File: config.mk
export PLATFORM = sky130hd
export DESIGN_NAME = utf8_code_point_at_index
export DESIGN_NICKNAME = d
export VERILOG_FILES = /design/src/rtl/u8cp_pkg.sv /design/src/rtl/u8cp_front.sv /design/src/rtl/u8cp_queue.sv /design/src/rtl/u8cp_back.sv /design/src/rtl/utf8_code_point_at_index.sv
export SDC_FILE = /design/constraint.sdc
export NUM_CORES = 1
export LEC_CHECK = 0
export ABC_AREA = 0
export CORE_MARGIN = 8
export CORE_UTILIZATION = 33
export DETAILED_ROUTE_END_ITERATION = 6
export DONT_BUFFER_PORTS = 1
export SYNTH_ARGS = -nofsm -noshare
export SYNTH_HDL_FRONTEND = slang
export SYNTH_HIERARCHICAL = 1
export SYNTH_SLANG_ARGS = --single-unit
File: constraint.sdc
create_clock -name clk -period 4.5 [get_ports clk]
set_input_delay 0.9 -clock clk [delete_from_list [all_inputs] [get_ports clk]]
set_output_delay 0.9 -clock clk [all_outputs]
set_load 0.02 [all_outputs]
File: src/rtl/u8cp_pkg.sv
package u8cp_pkg;

  // Width of an assembled code point (up to four bytes of UTF-8 payload).
  localparam int POINT_W = 21;

  // Code point reported with every error status.
  localparam logic [31:0] ERR_POINT = 32'hFFFF_FFFF;

  // Depth of the queue between front and back; kept a power of two so the
  // pointers wrap on their own.
  localparam int QUEUE_DEPTH = 2;
  localparam int QPTR_W      = $clog2(QUEUE_DEPTH);

  // Scan mode of the back end.
  typedef enum logic [1:0] {
    MODE_IDLE,
    MODE_LEAD,
    MODE_TARGET,
    MODE_SKIP
  } mode_t;

  // Result status codes.
  typedef enum logic [2:0] {
    ST_FOUND  = 3'd0,
    ST_LEAD   = 3'd1,
    ST_CONT   = 3'd2,
    ST_EARLY  = 3'd3,
    ST_BEYOND = 3'd4
  } status_t;

  // Classified byte as it travels from front to back.
  typedef struct packed {
    logic       start;      // first byte of a new string
    logic       is_zero;    // terminator
    logic       is_cont;    // 0x80..0xBF
    logic       bad_lead;   // not usable as a lead byte (nonzero)
    logic [1:0] tail_len;   // continuation bytes that follow a lead
    logic [6:0] lead_bits;  // payload bits carried by a lead byte
    logic [5:0] cont_bits;  // payload bits carried by a continuation byte
  } cls_t;

endpackage

File: src/rtl/u8cp_front.sv
module u8cp_front #(
  parameter int INDEX_WIDTH = 32
) (
  input  logic                   in_valid,
  input  logic [7:0]             in_data_byte,
  input  logic                   in_string_start,
  input  logic [31:0]            in_wanted_index,
  input  logic                   q_full,
  output logic                   in_stall,
  output logic                   q_push,
  output u8cp_pkg::cls_t         q_cls,
  output logic [INDEX_WIDTH-1:0] q_index
);

  // A beat is taken whenever the queue has room.
  assign in_stall = q_full;
  assign q_push   = in_valid && !q_full;
  assign q_index  = INDEX_WIDTH'(in_wanted_index);

  // Classify the byte by its leading bits.
  always_comb begin
    q_cls           = '0;
    q_cls.start     = in_string_start;
    q_cls.is_zero   = (in_data_byte == 8'h00);
    q_cls.is_cont   = (in_data_byte[7:6] == 2'b10);
    q_cls.bad_lead  = (in_data_byte[7:6] == 2'b10) || (in_data_byte[7:3] == 5'b11111);
    q_cls.cont_bits = in_data_byte[5:0];
    priority if (in_data_byte[7] == 1'b0) begin
      q_cls.tail_len  = 2'd0;
      q_cls.lead_bits = in_data_byte[6:0];
    end else if (in_data_byte[7:5] == 3'b110) begin
      q_cls.tail_len  = 2'd1;
      q_cls.lead_bits = {2'b00, in_data_byte[4:0]};
    end else if (in_data_byte[7:4] == 4'b1110) begin
      q_cls.tail_len  = 2'd2;
      q_cls.lead_bits = {3'b000, in_data_byte[3:0]};
    end else if (in_data_byte[7:3] == 5'b11110) begin
      q_cls.tail_len  = 2'd3;
      q_cls.lead_bits = {4'b0000, in_data_byte[2:0]};
    end else begin
      q_cls.tail_len  = 2'd0;
      q_cls.lead_bits = 7'd0;
    end
  end

endmodule

File: src/rtl/u8cp_queue.sv
module u8cp_queue #(
  parameter int WIDTH = 8
) (
  input  logic             clk,
  input  logic             rst_n,
  input  logic             push,
  input  logic [WIDTH-1:0] wdata,
  output logic             full,
  input  logic             pop,
  output logic [WIDTH-1:0] rdata,
  output logic             not_empty
);

  logic [WIDTH-1:0]            mem_r [u8cp_pkg::QUEUE_DEPTH];
  logic [u8cp_pkg::QPTR_W-1:0] wr_ptr_r, wr_ptr_nxt;
  logic [u8cp_pkg::QPTR_W-1:0] rd_ptr_r, rd_ptr_nxt;
  logic [u8cp_pkg::QPTR_W:0]   count_r, count_nxt;

  assign full      = (count_r == (u8cp_pkg::QPTR_W + 1)'(u8cp_pkg::QUEUE_DEPTH));
  assign not_empty = (count_r != '0);
  assign rdata     = mem_r[rd_ptr_r];

  // Pointer and fill count update.
  always_comb begin
    wr_ptr_nxt = push ? wr_ptr_r + 1'b1 : wr_ptr_r;
    rd_ptr_nxt = pop  ? rd_ptr_r + 1'b1 : rd_ptr_r;
    unique case ({push, pop})
      2'b10:   count_nxt = count_r + 1'b1;
      2'b01:   count_nxt = count_r - 1'b1;
      default: count_nxt = count_r;
    endcase
  end

  always_ff @(posedge clk) begin
    if (!rst_n) begin
      wr_ptr_r <= '0;
      rd_ptr_r <= '0;
      count_r  <= '0;
    end else begin
      wr_ptr_r <= wr_ptr_nxt;
      rd_ptr_r <= rd_ptr_nxt;
      count_r  <= count_nxt;
    end
  end

  // Entry storage needs no reset.
  always_ff @(posedge clk) begin
    if (push) begin
      mem_r[wr_ptr_r] <= wdata;
    end
  end

endmodule

File: src/rtl/u8cp_back.sv
module u8cp_back #(
  parameter int INDEX_WIDTH = 32
) (
  input  logic                   clk,
  input  logic                   rst_n,
  input  logic                   q_not_empty,
  input  u8cp_pkg::cls_t         q_cls,
  input  logic [INDEX_WIDTH-1:0] q_index,
  output logic                   q_pop,
  output logic                   out_valid,
  input  logic                   out_stall,
  output logic [31:0]            out_code_point,
  output u8cp_pkg::status_t      out_status
);

  u8cp_pkg::mode_t                mode_r, mode_nxt, mode_eff;
  logic [INDEX_WIDTH-1:0]         count_r, count_nxt, count_eff;
  logic [INDEX_WIDTH-1:0]         target_r, target_nxt, target_eff;
  logic [1:0]                     left_r, left_nxt;
  logic [u8cp_pkg::POINT_W-1:0]   partial_r, partial_nxt, partial_new;
  logic                           out_valid_r, out_valid_nxt;
  logic [31:0]                    out_point_r, out_point_nxt;
  u8cp_pkg::status_t              out_status_r, out_status_nxt;
  logic                           emit;
  logic [31:0]                    emit_point;
  u8cp_pkg::status_t              emit_status;

  // Take a classified byte when the output register is free or being emptied.
  assign q_pop = q_not_empty && (!out_valid_r || !out_stall);

  assign out_valid      = out_valid_r;
  assign out_code_point = out_point_r;
  assign out_status     = out_status_r;

  assign partial_new = {partial_r[u8cp_pkg::POINT_W-7:0], q_cls.cont_bits};

  // Scan state machine: one classified byte per cycle while q_pop is high.
  always_comb begin
    mode_nxt    = mode_r;
    count_nxt   = count_r;
    target_nxt  = target_r;
    left_nxt    = left_r;
    partial_nxt = partial_r;
    emit        = 1'b0;
    emit_point  = u8cp_pkg::ERR_POINT;
    emit_status = u8cp_pkg::ST_FOUND;

    // A start flag restarts the search before the byte is handled as a lead.
    if (q_cls.start) begin
      mode_eff   = u8cp_pkg::MODE_LEAD;
      count_eff  = '0;
      target_eff = q_index;
    end else begin
      mode_eff   = mode_r;
      count_eff  = count_r;
      target_eff = target_r;
    end

    if (q_pop) begin
      count_nxt  = count_eff;
      target_nxt = target_eff;
      if (q_cls.start) begin
        left_nxt    = '0;
        partial_nxt = '0;
      end
      unique case (mode_eff)
        u8cp_pkg::MODE_LEAD: begin
          priority if (q_cls.is_zero) begin
            emit        = 1'b1;
            emit_status = u8cp_pkg::ST_BEYOND;
          end else if (q_cls.bad_lead) begin
            emit        = 1'b1;
            emit_status = u8cp_pkg::ST_LEAD;
          end else if (count_eff == target_eff) begin
            if (q_cls.tail_len == 2'd0) begin
              emit       = 1'b1;
              emit_point = 32'(q_cls.lead_bits);
            end else begin
              partial_nxt = u8cp_pkg::POINT_W'(q_cls.lead_bits);
              left_nxt    = q_cls.tail_len;
              mode_nxt    = u8cp_pkg::MODE_TARGET;
            end
          end else if (q_cls.tail_len == 2'd0) begin
            count_nxt = count_eff + 1'b1;
            mode_nxt  = u8cp_pkg::MODE_LEAD;
          end else begin
            left_nxt = q_cls.tail_len;
            mode_nxt = u8cp_pkg::MODE_SKIP;
          end
        end
        u8cp_pkg::MODE_TARGET: begin
          if (!q_cls.is_cont) begin
            emit        = 1'b1;
            emit_status = u8cp_pkg::ST_CONT;
          end else begin
            partial_nxt = partial_new;
            left_nxt    = left_r - 1'b1;
            if (left_r == 2'd1) begin
              emit       = 1'b1;
              emit_point = 32'(partial_new);
            end
          end
        end
        u8cp_pkg::MODE_SKIP: begin
          if (q_cls.is_zero) begin
            emit        = 1'b1;
            emit_status = u8cp_pkg::ST_EARLY;
          end else begin
            left_nxt = left_r - 1'b1;
            if (left_r == 2'd1) begin
              count_nxt = count_eff + 1'b1;
              mode_nxt  = u8cp_pkg::MODE_LEAD;
            end
          end
        end
        u8cp_pkg::MODE_IDLE: begin
          mode_nxt = u8cp_pkg::MODE_IDLE;
        end
        default: begin
          mode_nxt = u8cp_pkg::MODE_IDLE;
        end
      endcase
      if (emit) begin
        mode_nxt = u8cp_pkg::MODE_IDLE;
      end
    end
  end

  // Output register: loaded by a result, cleared when its beat is taken.
  always_comb begin
    out_valid_nxt  = out_valid_r;
    out_point_nxt  = out_point_r;
    out_status_nxt = out_status_r;
    if (out_valid_r && !out_stall) begin
      out_valid_nxt = 1'b0;
    end
    if (emit) begin
      out_valid_nxt  = 1'b1;
      out_point_nxt  = emit_point;
      out_status_nxt = emit_status;
    end
  end

  always_ff @(posedge clk) begin
    if (!rst_n) begin
      mode_r      <= u8cp_pkg::MODE_IDLE;
      count_r     <= '0;
      target_r    <= '0;
      left_r      <= '0;
      partial_r   <= '0;
      out_valid_r <= 1'b0;
    end else begin
      mode_r      <= mode_nxt;
      count_r     <= count_nxt;
      target_r    <= target_nxt;
      left_r      <= left_nxt;
      partial_r   <= partial_nxt;
      out_valid_r <= out_valid_nxt;
    end
  end

  // Result payload needs no reset.
  always_ff @(posedge clk) begin
    out_point_r  <= out_point_nxt;
    out_status_r <= out_status_nxt;
  end

endmodule

File: src/rtl/utf8_code_point_at_index.sv
// UTF-8 code point lookup by character index.
// Input channel: one string byte per beat (in_data_byte). in_string_start marks
// the first byte of a string and carries in_wanted_index, the character sought.
// Output channel: at most one beat per string, out_code_point and out_status
// (found, bad lead, bad continuation, early terminator, index beyond end);
// on any error the code point is all ones. Bytes after a result are dropped
// until the next start flag; a start flag mid-string abandons the old search.
// Throughput: one byte per cycle while out_stall holds no result. The front
// classifies each byte and writes it into a two-entry queue; the back scan
// machine retires one queued byte per cycle unless a stalled result holds it,
// and writes results into an output register. The byte that completes a
// result passes the queue and then the output register before out_valid rises.
// Reset: synchronous, active low; clears the queue, the scan state (idle,
// waiting for a start flag) and the output valid flag.
// Stall: while out_stall holds a result, the back stops; the queue fills and
// in_stall rises once it holds two bytes. The result payload stays stable.
module utf8_code_point_at_index #(
  parameter int INDEX_WIDTH = 32
) (
  input  logic        clk,
  input  logic        rst_n,
  input  logic        in_valid,
  output logic        in_stall,
  input  logic [7:0]  in_data_byte,
  input  logic        in_string_start,
  input  logic [31:0] in_wanted_index,
  output logic        out_valid,
  input  logic        out_stall,
  output logic [31:0] out_code_point,
  output logic [2:0]  out_status
);

  localparam int CLS_W   = $bits(u8cp_pkg::cls_t);
  localparam int ENTRY_W = CLS_W + INDEX_WIDTH;

  logic                   q_full;
  logic                   q_push;
  logic                   q_pop;
  logic                   q_not_empty;
  u8cp_pkg::cls_t         f_cls;
  logic [INDEX_WIDTH-1:0] f_index;
  logic [ENTRY_W-1:0]     q_wdata;
  logic [ENTRY_W-1:0]     q_rdata;
  u8cp_pkg::cls_t         b_cls;
  logic [INDEX_WIDTH-1:0] b_index;
  u8cp_pkg::status_t      b_status;

  u8cp_front #(
    .INDEX_WIDTH(INDEX_WIDTH)
  ) u_front (
    .in_valid       (in_valid),
    .in_data_byte   (in_data_byte),
    .in_string_start(in_string_start),
    .in_wanted_index(in_wanted_index),
    .q_full         (q_full),
    .in_stall       (in_stall),
    .q_push         (q_push),
    .q_cls          (f_cls),
    .q_index        (f_index)
  );

  assign q_wdata = {f_cls, f_index};

  u8cp_queue #(
    .WIDTH(ENTRY_W)
  ) u_queue (
    .clk      (clk),
    .rst_n    (rst_n),
    .push     (q_push),
    .wdata    (q_wdata),
    .full     (q_full),
    .pop      (q_pop),
    .rdata    (q_rdata),
    .not_empty(q_not_empty)
  );

  assign b_cls   = u8cp_pkg::cls_t'(q_rdata[ENTRY_W-1:INDEX_WIDTH]);
  assign b_index = q_rdata[INDEX_WIDTH-1:0];

  u8cp_back #(
    .INDEX_WIDTH(INDEX_WIDTH)
  ) u_back (
    .clk           (clk),
    .rst_n         (rst_n),
    .q_not_empty   (q_not_empty),
    .q_cls         (b_cls),
    .q_index       (b_index),
    .q_pop         (q_pop),
    .out_valid     (out_valid),
    .out_stall     (out_stall),
    .out_code_point(out_code_point),
    .out_status    (b_status)
  );

  assign out_status = b_status;

  // The input side only stalls when the queue actually holds bytes.
  a_stall_has_data: assert property (@(posedge clk) disable iff (!rst_n)
    in_stall |-> q_not_empty)
    else $error("input stalled with an empty queue");

  // The back never retires a byte while a result is held by the receiver.
  a_no_pop_when_held: assert property (@(posedge clk) disable iff (!rst_n)
    (out_valid && out_stall) |-> !q_pop)
    else $error("byte retired while output beat was stalled");

  // Every error status carries the all-ones code point.
  a_err_point: assert property (@(posedge clk) disable iff (!rst_n)
    (out_valid && (b_status != u8cp_pkg::ST_FOUND)) |-> (out_code_point == u8cp_pkg::ERR_POINT))
    else $error("error result without all-ones code point");

  // A found code point never exceeds 21 bits.
  a_found_range: assert property (@(posedge clk) disable iff (!rst_n)
    (out_valid && (b_status == u8cp_pkg::ST_FOUND)) |-> (out_code_point[31:21] == 11'd0))
    else $error("found code point wider than 21 bits");

endmodule

==> Word level (Yosys, flattened, before mapping) <==
Memories as Yosys holds them, arrays and structs flattened. A register that Yosys moved wholly into a read port is not among the register bits.
Index checks and enable logic that the tools add are counted.
{ "totals": {"ff_bits": 129, "ramBits": 102, "in_bits": 45, "output_inout_bits": 37, "elab_cells": 118, "mem_count": 1} }
{ "op_classes": {"add_sub_neg": 6, "n_eq_ne": 18, "mux": 66, "n_reduce_logical": 16} }
{ "memory_table": {"columns": ["memory", "depth", "word_bits", "rd", "rd_ports_with_merged_regs", "write_ports", "line", "rtl"], "rows": [
  ["u_queue.mem_r", 2, 51, 1, 1, 1, "u8cp_queue.sv:14", "logic [WIDTH-1:0] mem_r [u8cp_pkg::QUEUE_DEPTH];"]
]} }
{ "ops": {"columns": ["op", "n"], "rows": [
  ["two-way mux 32 bit", 14],
  ["one-hot mux 32 bit (2 select lines)", 2],
  ["two-way mux 21 bit", 6],
  ["one-hot mux 21 bit (2 select lines)", 1],
  ["two-way mux 9 bit", 4],
  ["two-way mux 2 bit", 17],
  ["adder 32 x 1 -> 32 bit, second input constant", 1],
  ["equality test 32 bit", 1],
  ["two-way mux 1 bit", 16],
  ["one-hot mux 2 bit (3 select lines)", 2],
  ["equality test 2 bit, second input constant", 5],
  ["equality test 5 bit, second input constant", 2],
  ["!= test 3 x 2 -> 1 bit, second input constant", 3],
  ["one-hot mux 3 bit (3 select lines)", 1],
  ["zero test 8 bit", 1],
  ["AND reduction 7 bit", 1],
  ["equality test 2 x 1 -> 1 bit, second input constant", 3],
  ["nonzero test 2 bit", 3],
  ["equality test 4 bit, second input constant", 1],
  ["zero test 2 bit", 2],
  ["!= test 4 bit, second input constant", 1],
  ["one-hot mux 2 bit (2 select lines)", 1],
  ["nonzero test 4 bit", 1],
  ["subtractor 2 x 1 -> 2 bit, second input constant", 2],
  ["other kinds (9)", 15]
]} }

==> Depth between registers and ports, before layout <==
{ "logic_depth": {"ltp_word": 9, "ltp_mapped": 19, "mapped_depth_nobuf": 11} }

==> By module <==
The synthesis kept the hierarchy.
{ "modules_own_cells": {"columns": ["mod", "n_inst", "cells_each", "area_each_um2", "seq_area_each_um2"], "rows": [
  ["u8cp_back", 1, 905, 7003.0, 2432.3],
  ["u8cp_queue", 1, 181, 3886.2, 3163.0],
  ["u8cp_front", 1, 62, 426.7, 0.0]
]} }

==> Worst setup path before layout <==
No wires, ideal clock.
{ "synth_timing": {"path_kind": "register -> register", "startpoint": "register (tool-made name)", "endpoint": "register u_back.count_r[30]", "setup_time_ns": 0.059, "arrival_ns": 4.196, "t_required_ns": 4.441, "slack_ns": 0.244, "path_stages_with_launch": 19, "n_path_buf": 8, "period_less_slack_ns": 4.256, "cell_sequence": "dfxtp_1 buf_2 buf_2 mux2_2 buf_2 buf_6 clkbuf_1 clkbuf_1 clkbuf_1 nor2_1 ha_1 nand4b_1 or3_1 buf_2 nor4b_4 nand4_2 or4_1 a21oi_1 o31a_1"} }
{ "synth_lines": {"columns": ["element", "line", "rtl"], "rows": [
  ["to (signal assigned)", "u8cp_back.sv:154", "count_r <= count_nxt;"],
  ["to (decl)", "u8cp_back.sv:17", "logic [INDEX_WIDTH-1:0] count_r, count_nxt, count_eff;"]
]} }

==> flow_summary.yaml <==
timing:
  totalNegativeSetupSlack_ps: 0
  fin_crit_sh_pct: 85.14
  fin_skew_ps: 25.12
  relSlewSlack_pct: 19.29
  holdWs_ps: 459.4
  slew_violations: 0
  hold_violations: 0
  max_clock_freq_mhz: 261.0
  rsz0062_at_grt: "false"
  worst_slack_ps: 668.7
  tightest_slew_ps: 1209
  final-setup-viol-count: 0
  fin_crit_ps: 3831
logic_synthesis:
  synth_compound_area_share_pct: 16.28
  yosys.area_share.adder_pct: 0.7740
  synth-seq-cells: 216
  async_flop_share_pct: 0
  synth_xor_area_share_pct: 1.625
  syn-num-nets: 1200
  synth-simple-area-share_pct: 18.81
  dominantRegCellSynth: "edfxtp_1"
  synth_edf_count: 127
  avgSynthCellArea_sq_um: 9.857
  synth_cell_types: 83
  seq_area_frac_synth_pct: 49.45
  yosysWarningCount: 6
  yosys-mux-area-fraction_pct: 5.639
  syn_inst: 1148
  synth_top_family_by_area: "simple AND/OR/NAND/NOR gates"
  syn-cell-area_sq_um: 11320
critical_path:
  crit_type: "flip-flop to flip-flop"
  path_buf_inv: 0
  worstSetupStartpointType: "flip-flop"
  end_kind: "flip-flop"
  ff2ff_setup_slack_ps: 670
  crit_chain: "mux2_2, nor2_1, ha_1, nand4b_1, or3_1, nor4b_4, and3_1, nand3_1, mux2i_1, o32ai_1, a311o_1"
  reg2reg_to: "u_back/count_r[26]"
  cpPeakStageDelay_ps: 570
  cp.arrival_ps: 4240
  reg2reg_depth: 11
  crit_family: "simple AND/OR/NAND/NOR gates"
  cp_max_fo: 32
  critical_path_required_ps: 4910
  crit_slowest_cell: "mux2_2"
die:
  die-area_sq_um: 40470
  fp-row-count: 68
  core-area_sq_um: 34120
  start_util_pct: 33.17
  die_w_microns: 201.2
  ios: 82
  die_height_microns: 201.2
grt:
  use_met3_pct: 2.541
  grt_pass1_vias: 8076
  use_met1_pct: 20.19
  grt_pass1_wl_microns: 47930
  antenna_found_initial: 0
  grt_max_degree: 52
  grt.overflow.total: 0
  grt_use_met2_pct: 22.49
  grt.total_usage_pct: 14.45
  busiest_layer: "met2"
placement:
  dp_hpwl_microns: 21660
  portBuffers: 0
  gp_congestion: 0.9067
  place_ws_ps: 686.2
layout:
  layout_commonest_cell: "nand2_1"
  nets: 1134
  n_antenna_cell: 0
  final_cell_mix: "nand2_1 (133), edfxtp_1 (127), dfxtp_1 (88)"
  drive_above_1_share_pct: 12.82
  area_growth_pct: 7.873
clock_tree:
  cts.repair.resized: 0
  postCtsSetupBuffers: 0
  numCtsBuffers: 24
  cts_tree: "yes"
  cts_hold_buf: 0
  h-tree-depth: 1
  cts.path.max_buffers: 3
  clkSinkCount: 216
  clk_latency_ps: 530
  path_clk_slew_ps: 60
  root_buffer: "clkbuf_16"
power:
  power_density_nw_per_um2: 536.4
  vdd_drop_max_v: 0.0003411
  power.leakage_uw: 0.003799
  p_total_uw: 6548
flow_run:
  cap_violations: 0
routing:
  routed_wl_microns: 30610
  drcViolationCount: 0
  vias: 8608
  antenna_left: 0
  viasPerCell: 5.536
  firstDrtPassIters: 6
  wl_per_cell_microns: 19.68
  drt-initial-drc-count: 775
worst_hold_path:
  hold_path.class: "flip-flop to flip-flop"
  hold_depth: 2
  whs_endpoint: "u_back/target_r[5]"
  min_from: "u_back/target_r[5]"
status:
  status: "completed"
==> flip-flops by register name (all words and copies together), names as in the netlist, named ones only <==
| register | cells |
|---|---|
| u_queue/mem_r | 102 |
| u_back/count_r | 32 |
| u_queue/wr_ptr_r | 1 |
| u_back/left_r | 2 |
| u_queue/count_r | 2 |
| u_back/partial_r | 15 |
| u_back/out_valid | 1 |
| u_back/mode_r | 2 |
| u_back/target_r | 32 |
| u_queue/rd_ptr_r | 1 |
| u_back/out_status | 3 |
| u_back/out_code_point | 22 |
==> cell families (layout without fill, tap and decap cells) <==
logic type / after synthesis / count (layout)
AO/OA/AOI/OAI: 267 / 267
XOR/XNOR: 21 / 21
AND/OR/NAND/NOR: 415 / 415
adder cells (fa/ha/maj): 7 / 7
buffers and inverters: 165 / 117
multiplexers: 57 / 57
flip-flops: 216 / 216
==> per-layer routing <==
| layer | wire [microns] | vias to the layer above | share of wire [%] |
|---|---|---|---|
| li1 | - | 4066 | - |
| met1 | 13710 | 4119 | 45 |
| met2 | 13800 | 359 | 45 |
| met3 | 2234 | 64 | 7.3 |
| met4 | 862 | 0 | 2.8 |
| met5 | 0 | - | 0 |
==> where the power goes <==
group          internal [uW]  leakage, uW  switching (uW)
Sequential              2450      0.00189             289
Combinational            686      0.00154            1220
Clock                   1120     0.000370             778
==> cell usage after synthesis (7+ instances only) <==
cell type,instances,area share (%)
o211ai_1,9,0.60
a21oi_1,80,3.5
dfxtp_1,89,16
nand3_1,38,1.7
nor4_1,11,0.61
and3_1,10,0.55
or3_1,8,0.44
a221o_1,10,0.88
xnor2_1,17,1.3
a221oi_1,13,1.0
o21ai_1,7,0.31
o22ai_1,13,0.72
nand2_1,133,4.4
nor3_1,33,1.5
or4_1,7,0.46
o311ai_0,10,0.77
clkbuf_1,48,1.6
nor2_1,62,2.1
a21o_1,15,1.0
o21ai_0,42,1.9
mux2_2,54,5.4
nand2b_1,31,1.7
buf_2,15,0.66
ha_1,7,0.77
nor2b_1,22,1.2
a22o_1,8,0.62
edfxtp_1,127,34
nand4_1,21,1.2
inv_1,44,1.5
buf_4,50,3.3
==> tightest hold or removal path: stages, from the launching register on <==
cell	delay, ps
dfxtp_1	310
nand2_1	50
a21oi_1	50
==> worst max-delay path by stage <==
stage	to	slack, ps	depth (start not counted)
final	u_back/count_r[26]	670	11
after detailed placement	u_back/out_code_point[6]	690	11
after floorplan	u_back/count_r[30]	240	18
after global routing	u_back/count_r[26]	410	11
after CTS	u_back/out_code_point[6]	680	11
after global placement	u_back/out_code_point[4]	730	11
==> stage by stage <==
stage,area [sq um],utilization [%],std cells
CTS,12210,35.78,1555
global placement,11440,33.52,1511
detailed placement,11440,33.52,1511
global route,12210,35.78,1555
floorplan,11320,-,1148
finish,12210,35.78,1555
==> area by class of cell <==
cell class | instances | area (sq um)
sequential | 216 | 5597
clock buffer | 33 | 685.7
multi-input combinational | 767 | 4895
fill | 3391 | 21910
tap | 455 | 569.3
clock inverter | 11 | 83.83
inverter | 49 | 183.9
timing repair buffer | 24 | 192.7
(Power assumes the default switching activity.)
